File: src/sv/assert_macros.svh
// Assertion helpers shared by the RTL.
`ifndef ASSERT_MACROS_SVH
`define ASSERT_MACROS_SVH

// Property must hold on every clock edge outside reset.
`define NPV_ASSERT(label, prop, msg) \
	label: assert property (@(posedge clk) disable iff (!arst_n) (prop)) else $error(msg);

// Expression must never be true outside reset.
`define NPV_ASSERT_NEVER(label, expr, msg) \
	label: assert property (@(posedge clk) disable iff (!arst_n) !(expr)) else $error(msg);

`endif

File: src/sv/npv_pkg.sv
`timescale 1ns / 1ps
package npv_pkg;

	localparam int MAX_POINTS = 1024;
	localparam int ADDR_W     = $clog2(MAX_POINTS);
	localparam int CNT_W      = 11;

	localparam int COORD_W = 16;
	localparam int DIST_W  = 34;
	localparam int VOL_W   = 7;
	localparam int STAT_W  = 2;

	localparam logic [CNT_W-1:0]  MAX_COUNT    = CNT_W'(MAX_POINTS);
	localparam logic [DIST_W-1:0] DIST_NONE    = {DIST_W{1'b1}};
	localparam logic [DIST_W-1:0] RADIUS_RESET = DIST_W'(200000);

	localparam logic OP_APPEND = 1'b0;
	localparam logic OP_QUERY  = 1'b1;

	localparam logic [STAT_W-1:0] STATUS_OK    = 2'd0;
	localparam logic [STAT_W-1:0] STATUS_FULL  = 2'd1;
	localparam logic [STAT_W-1:0] STATUS_EMPTY = 2'd2;

endpackage

File: src/sv/npv_volume.sv
`timescale 1ns / 1ps
module npv_volume (
	input  logic                             clk,
	input  logic                             arst_n,
	input  logic                             start,
	input  logic [npv_pkg::DIST_W-1:0]       near_sq,
	input  logic [npv_pkg::DIST_W-1:0]       radius,
	output logic                             done,
	output logic [npv_pkg::VOL_W-1:0]        volume
);

	localparam int HALF_W = npv_pkg::DIST_W / 2;
	localparam int SQ_W   = 2 * npv_pkg::DIST_W;
	localparam int NUM_W  = SQ_W + npv_pkg::VOL_W;

	typedef enum logic [2:0] {
		V_IDLE = 3'b001,
		V_MUL  = 3'b010,
		V_DIV  = 3'b100
	} vstate_t;

	vstate_t                     state_q;
	logic [npv_pkg::DIST_W-1:0]  q_q;
	logic [npv_pkg::DIST_W-1:0]  r_q;
	logic [3:0]                  step_q;
	logic [npv_pkg::DIST_W-1:0]  pp_q;
	logic [1:0]                  pp_sh_q;
	logic                        pp_rr_q;
	logic                        pp_vld_q;
	logic [SQ_W-1:0]             qq_q;
	logic [SQ_W-1:0]             rr_q;
	logic [NUM_W-1:0]            rem_q;
	logic [2:0]                  bit_q;
	logic [npv_pkg::VOL_W-1:0]   vol_q;
	logic                        done_q;

	logic [npv_pkg::DIST_W-1:0]  op_a;
	logic [HALF_W-1:0]           pa;
	logic [HALF_W-1:0]           pb;
	logic [SQ_W-1:0]             pp_ext;
	logic [SQ_W-1:0]             pp_shift;
	logic [NUM_W-1:0]            div_t;
	logic                        div_ge;

	assign op_a = step_q[2] ? r_q : q_q;
	assign pa   = step_q[0] ? op_a[npv_pkg::DIST_W-1:HALF_W] : op_a[HALF_W-1:0];
	assign pb   = step_q[1] ? op_a[npv_pkg::DIST_W-1:HALF_W] : op_a[HALF_W-1:0];

	always_comb begin
		pp_ext = {{(SQ_W-npv_pkg::DIST_W){1'b0}}, pp_q};
		case (pp_sh_q)
			2'd0:    pp_shift = pp_ext;
			2'd1:    pp_shift = pp_ext << HALF_W;
			default: pp_shift = pp_ext << (2 * HALF_W);
		endcase
	end

	assign div_t  = {{npv_pkg::VOL_W{1'b0}}, rr_q} << bit_q;
	assign div_ge = rem_q >= div_t;

	always_ff @(posedge clk or negedge arst_n) begin
		if (!arst_n) begin
			state_q  <= V_IDLE;
			step_q   <= '0;
			pp_vld_q <= 1'b0;
			done_q   <= 1'b0;
		end else begin
			done_q <= 1'b0;
			unique case (state_q)
				V_IDLE: begin
					pp_vld_q <= 1'b0;
					if (start) begin
						if (near_sq >= radius) begin
							done_q <= 1'b1;
						end else begin
							step_q  <= '0;
							state_q <= V_MUL;
						end
					end
				end
				V_MUL: begin
					if (step_q == 4'd8) begin
						pp_vld_q <= 1'b0;
						state_q  <= V_DIV;
					end else begin
						pp_vld_q <= 1'b1;
						step_q   <= step_q + 4'd1;
					end
				end
				V_DIV: begin
					if (bit_q == 3'd0) begin
						done_q  <= 1'b1;
						state_q <= V_IDLE;
					end
				end
				default: state_q <= V_IDLE;
			endcase
		end
	end

	always_ff @(posedge clk) begin
		if (state_q == V_IDLE && start) begin
			q_q   <= radius - near_sq;
			r_q   <= radius;
			qq_q  <= '0;
			rr_q  <= '0;
			vol_q <= '0;
		end
		if (state_q == V_MUL && step_q != 4'd8) begin
			pp_q    <= pa * pb;
			pp_sh_q <= {1'b0, step_q[0]} + {1'b0, step_q[1]};
			pp_rr_q <= step_q[2];
		end
		if (pp_vld_q) begin
			if (pp_rr_q) begin
				rr_q <= rr_q + pp_shift;
			end else begin
				qq_q <= qq_q + pp_shift;
			end
		end
		if (state_q == V_MUL && step_q == 4'd8) begin
			rem_q <= {qq_q, {npv_pkg::VOL_W{1'b0}}} - {{npv_pkg::VOL_W{1'b0}}, qq_q};
			bit_q <= 3'(npv_pkg::VOL_W - 1);
		end
		if (state_q == V_DIV) begin
			if (div_ge) begin
				rem_q        <= rem_q - div_t;
				vol_q[bit_q] <= 1'b1;
			end
			bit_q <= bit_q - 3'd1;
		end
	end

	assign done   = done_q;
	assign volume = vol_q;

endmodule

File: config.mk
export PLATFORM = sky130hd
export DESIGN_NAME = npv_volume
export DESIGN_NICKNAME = d
export VERILOG_FILES = /design/src/sv/assert_macros.svh /design/src/sv/npv_pkg.sv /design/src/sv/npv_volume.sv
export SDC_FILE = /design/constraint.sdc
export NUM_CORES = 2
export LEC_CHECK = 0
export BUFFER_PORTS_ARGS = -buffer_cell sky130_fd_sc_hd__buf_2
export CAP_MARGIN = 40
export CORE_MARGIN = 10
export CORE_UTILIZATION = 49
export CTS_CLUSTER_SIZE = 20
export DETAILED_ROUTE_END_ITERATION = 10
export PLACE_DENSITY = 0.68
export SYNTH_ARGS = -nofsm -noshare
export SYNTH_HDL_FRONTEND = slang
export SYNTH_SLANG_ARGS = --single-unit
File: constraint.sdc
create_clock -name clk -period 8.3 [get_ports clk]
set_input_delay 0.415 -clock clk [delete_from_list [all_inputs] [get_ports clk]]
set_output_delay 0.415 -clock clk [all_outputs]
set_load 0.005 [all_outputs]
[Yosys cells after proc, flatten, opt, wreduce, memory -nomap -nowiden]
Index checks and enable logic that the tools add are counted.
Word-level totals
  register bits after elaboration: 335
  output and inout port bits: 8
  word-level logic and storage cells: 85
  input port bits: 71
  bits in writable memories: 0
  ROM bits: 0
  memories: 0
  bits in latches: 0
Operators by class
  reduce and logical (&&, ||, !) cells: 10
  eq/ne operators: 11
  add/subtract/negate cells: 8
  mux-type cells: 35
  shifts and indexed selects: 1
  divide/modulo/power cells: 0
  $mul: 1
  magnitude comparators: 4
  bitwise operators: 1
Operators with widths (number)
  two-way mux 68 bit: 6
  two-way mux 75 bit: 3
  adder 68 bit: 2
  case mux 68 bit (2 select lines): 1
  >= comparator 75 bit: 1
  << shifter 68 x 3 -> 75 bit: 1
  subtractor 75 x 68 -> 75 bit: 1
  subtractor 75 bit: 1
  >= comparator 34 bit: 1
  multiplier 17 x 17 -> 34 bit: 1
  two-way mux 17 bit: 2
  two-way mux 34 bit: 1
  subtractor 34 bit: 1
  two-way mux 7 bit: 3
  two-way mux 3 bit: 6
  two-way mux 4 bit: 3
  != test 2 bit (second input constant): 5
  case mux 3 bit (3 select lines): 1
  case mux 4 bit (2 select lines): 1
  AND reduction 4 bit: 2
  bitwise OR 7 bit: 1
  two-way mux 1 bit: 5
  adder 4 x 1 -> 4 bit (second input constant): 1
  equality test 4 bit (second input constant): 1
  other kinds (15): 20

[Longest topological paths before layout]
  word-level depth: 7
  depth in mapped cells: 30
  mapped depth without buffers: 27

[Worst setup path after synthesis]
Ideal clock, no wire load.
  kind: register -> register
  start point: register step_q[2]
  end point: register pp_q[32] (netlist name) (data pin)
  setup time: 0.258 ns
  clock period less this slack: 7.293 ns
  data required time: 8.042 ns
  path slack: 1.007 ns
  stages on the path, launching flop included: 29
  arrival time: 7.036 ns
  path buffers: 3
  cell sequence: dfrtp_1 -> clkbuf_1 -> clkbuf_1 -> mux2i_1 -> nand2_1 -> o21ai_1 -> clkbuf_1 -> nor2_1 -> fa_1 -> inv_1 -> fa_1 -> fa_1 -> inv_1 -> fa_1 -> fa_1 -> inv_1 -> fa_1 -> inv_1 -> ha_1 -> a21o_1 -> a21o_1 -> o21ai_0 -> a31oi_1 -> o21bai_1 -> a31oi_1 -> a211oi_1 -> o21ai_0 -> a21oi_1 -> xnor2_1
On the way
  longest elaborated chain between the ends: 3
  elaborated cells between the ends (all ways): 4
  those cells by class: mul: 1; mux: 3
Ends and longest elaborated chain
  from (decl): RTL line npv_volume.sv:25  | logic [3:0] step_q;
  from (signal assigned): RTL line npv_volume.sv:87  | step_q <= step_q + 4'd1;
  two-way mux 34 bit *: RTL line npv_volume.sv:45  | assign op_a = step_q[2] ? r_q : q_q;
  two-way mux 17 bit (on tied branches): RTL line npv_volume.sv:46, npv_volume.sv:47
  multiplier 17 x 17 -> 34 bit *: RTL line npv_volume.sv:110  | pp_q <= pa * pb;
  to (signal assigned): RTL line npv_volume.sv:110
  to (decl): RTL line npv_volume.sv:26  | logic [npv_pkg::DIST_W-1:0] pp_q;
Mark *: on every way between the ends. The rest lies on a longest branch, timed or not.
A chain may end at the register's enable or synchronous reset.

[Worst setup path after layout]
Ends and elaborated chain as after synthesis.

==> implementation parameters <==
Parameter                              Value

Status
  Status ... completed

Drt
  Number of detailed-routing iterations run before antenna repair ... 5
  Number of vias per cell after detailed routing ... around 6
  Post-detailed-routing wire length ... approximately 130 mm
  Antenna violation net count after detailed routing ... 0
  Remaining routing DRC violations ... 0
  Detailed-route wire length per cell ... 20.5 um
  Initial detailed-routing violation count ... about 3100
  Vias ... roughly 38000

Min path
  Tightest Hold Check Type ... in2reg
  Instance count along the most critical hold path ... 1

Layout
  Proportion of layout cells with a drive suffix above 1 ... 6.90%
  Nets@finish ... between 5000 and 6000
  Growth of design area from synthesis to finish ... 7.15%
  Fin area ... approximately 0.045 mm2
  Filler-free cell count of the finished design ... approximately 6500

STA
  Final Critical Period ... just under 8 ns
  Max Clock Skew ... approximately 0.05 ns
  Setup violators final ... 0
  Max frequency ... ~130 MHz
  Measured slew at the worst slew-check pin ... about 0.9 ns
  Final-report max-slew violation count ... 0
  Worst slew margin relative to its limit ... 38.4%
  Final Cycle Share ... between 90% and 100%
  Setup repair after global routing missed its margin ... no
  Accumulated negative setup slack ... 0 ns
  Number of failing hold endpoints at the final stage ... 0

Die
  DIE AREA ... slightly below 0.1 mm2
  Initial core utilization ... about half
  Placeable core region ... about 0.085 mm2
  Die height ... 314 um
  Std-Cell Rows ... approximately 110
  Floorplan die width ... ~310 um
  Num ports ... 79

Placed design
  Total cell area at the placement stage ... between 0.04 and 0.05 mm2
  Placed wire-length estimate after detailed placement ... 108 mm
  Port bufs ... between 70 and 80
  Final weighted congestion in routability-driven placement ... between 1 and 1.5
  Placed cell count ... roughly 6400

Synthesis
  Largest cells by area after synthesis ... ha_1 (12%), fa_1 (11%), dfxtp_1 (10%)
  Share of synthesized flip-flops with an asynchronous set or reset ... 2.69%
  Syn nets ... ~6000
  Cell type contributing the most total cell area after synthesis ... ha_1
  Dominant cell by count in the synthesized netlist ... nand2_1
  Instance count of the mapped netlist ... 5310
  Share of the synthesized area in the top cell type ... between 10 and 15%
  Synthesized area per cell ... ~8 um2
  Number of synthesized register bits ... 335
  Commonest cells in the netlist ... nand2_1 (655), inv_1 (460), a21oi_1 (444)
  EDFF count, synth ... approximately 110
  Share of synthesized area occupied by flip-flops and latches ... between 10% and 20%
  Synth Warn # ... 0
  Number of different library cells in the post-synthesis netlist ... 96
  Most used flip-flop cell after synthesis ... dfxtp_1
  Netlist area before placement ... between 0.04 and 0.05 mm2

Clock network
  Clock tree buffer depth ... 3
  Postcts setup bufs ... 0
  TritonCTS clock tree ... built
  Cell at the root of the clock tree ... clkbuf_16
  H-Tree Depth ... 2
  Number of buffers inserted by hold repair at cts ... 5
  Cts bufs inserted ... 43
  Clock latency at the later pin of the worst-skew pair ... between 0.6 and 0.7 ns
  Clock-pin transition on the worst setup and hold timing paths ... 0.06 ns
  Total of cells resized after clock tree synthesis ... 0
  Number of sinks driven by the clock tree ... roughly 340

GRT
  Via count of the first global-routing pass ... 37400
  First-pass GRT wire length ... between 200 and 250 mm
  Maximum number of pins on one net before global-route repair ... 83
  Total Routing Usage GR ... 26.3%
  Sum of overflow across all layers after global routing ... 0
  Number of antenna violations at the first check in global routing ... 0

Critical path
  R2R depth ... 24
  Cells along the critical path ... buf_4, mux2_2, o21a_1, nand2_1, fa_1, fa_1, fa_1, inv_1, fa_1, fa_1, inv_1, fa_1, inv_1, ha_1, a21o_1, a21o_1, o21ai_0, a31oi_1, o21bai_1, a31oi_1, a211oi_1, o21ai_0, a21oi_1, xnor2_1
  Worst endpoint data arrival time ... 8.12 ns
  Slowest library cell on the worst path ... dfrtp_2
  Critical Setup Path Class ... reg2reg
  Largest fanout of any net on the critical path ... 27
  Crit-path most repeated cell ... fa_1
  CP startpoint kind ... flip-flop
  Critical path's largest stage delay ... a little over 0.8 ns
  Worst endpoint required time ... about 8.6 ns
  Kind of capture point of the worst setup path ... flip-flop

Flow run
  Number of max-cap violations ... 0
==> sequential cells by signal, indices dropped and copies added, names as in the netlist, 4 cells and up <==
signal / count
pp_q: 34
volume: 7
rem_q: 75
rr_q: 68
r_q: 34
qq_q: 68
q_q: 34
step_q: 4
==> critical path: cells and delay by family (launching register included) <==
kind | cells | cell delay (ns)
fa+ha+maj | 7 | 3.30
compound gates | 10 | 2.29
flops | 1 | 0.81
buf+inv | 4 | 0.50
mux | 1 | 0.38
simple gates | 1 | 0.17
xor+xnor | 1 | 0.08
==> cell families after synthesis <==
group	count (synthesis)	synth area share, %
muxes	191	6.35
and+or+nand+nor	1614	17.2
adders and majority gates	645	23.1
AOI/OAI and AO/OA	1514	22.1
DFF	335	18.5
buffers and inverters	693	6.16
xor gates and xnor gates	318	6.58
==> cells in the final DEF, fill, tap and decap left out, types with 37 or more instances in the layout <==
master / n
nand2b_1: 41
o21ai_0: 421
a31oi_1: 54
fa_1: 228
a21o_1: 151
o21bai_1: 72
xnor2_1: 212
edfxtp_1: 108
nand3_1: 119
ha_1: 417
mux2i_1: 109
nand4_1: 91
buf_4: 62
and2_1: 55
nand2_1: 654
a21oi_1: 444
mux4_2: 60
nor3_1: 66
nor2b_1: 37
inv_1: 459
nor2_1: 413
buf_2: 79
clkbuf_16: 43
xor2_1: 106
o21a_1: 73
dfxtp_1: 218
==> per-layer routing <==
| metal | vias up | global-route usage, % | wire length (um) |
|---|---|---|---|
| li1 | 18700 | - | - |
| met1 | 18300 | 35.0 | 58000 |
| met2 | 1232 | 42.9 | 60200 |
| met3 | 242 | 2.78 | 7730 |
| met4 | 0 | 11.4 | 6320 |
| met5 | - | 0 | 0 |
==> stage by stage <==
| step | utilization (%) | hold WS [ns] | setup slack [ns] |
|---|---|---|---|
| 2_1_floorplan | - | 0.119 | 1.01 |
| 3_3_place_gp | 51.3 | 0.296 | 0.595 |
| 3_5_place_dp | 51.4 | 0.296 | 0.480 |
| 4_1_cts | 53.1 | 0.000863 | 0.442 |
| 5_1_grt | 53.1 | 0.0101 | 0.0665 |
| 6_report | 53.1 | 0.0303 | 0.501 |
==> cell type report <==
cell class,instances,area (um2)
antenna,1,2.50
clock buffer,51,1140
clock inverter,27,297
fill,8269,40000
inverter,460,1730
multi-input combinational,4282,31900
sequential,335,7840
tap,1144,1430
timing repair buffer,150,1000
==> path summary, 6_finish.rpt <==
check | from | end | slack [ns]
setup / recovery | step_q[2]$_DFFE_PN0P_ | pp_q[32]$_DFFE_PP_ | 0.50
hold / removal | radius[32] | r_q[32]$_DFFE_PP_ | 0.03
setup reg to reg | step_q[2]$_DFFE_PN0P_ | pp_q[32]$_DFFE_PP_ | 0.50
hold reg to reg | volume[0]$_DFF_P_ | volume[0]$_DFF_P_ | 0.48
max in group asynchronous | arst_n | state_q[0]$_DFFE_PN1P_ | 7.78
min in group asynchronous | arst_n | step_q[1]$_DFFE_PN0P_ | 0.25
Power is left out: the tool's default activity adds up to more than one toggle a clock period on the data nets, which glitch-free logic cannot reach.
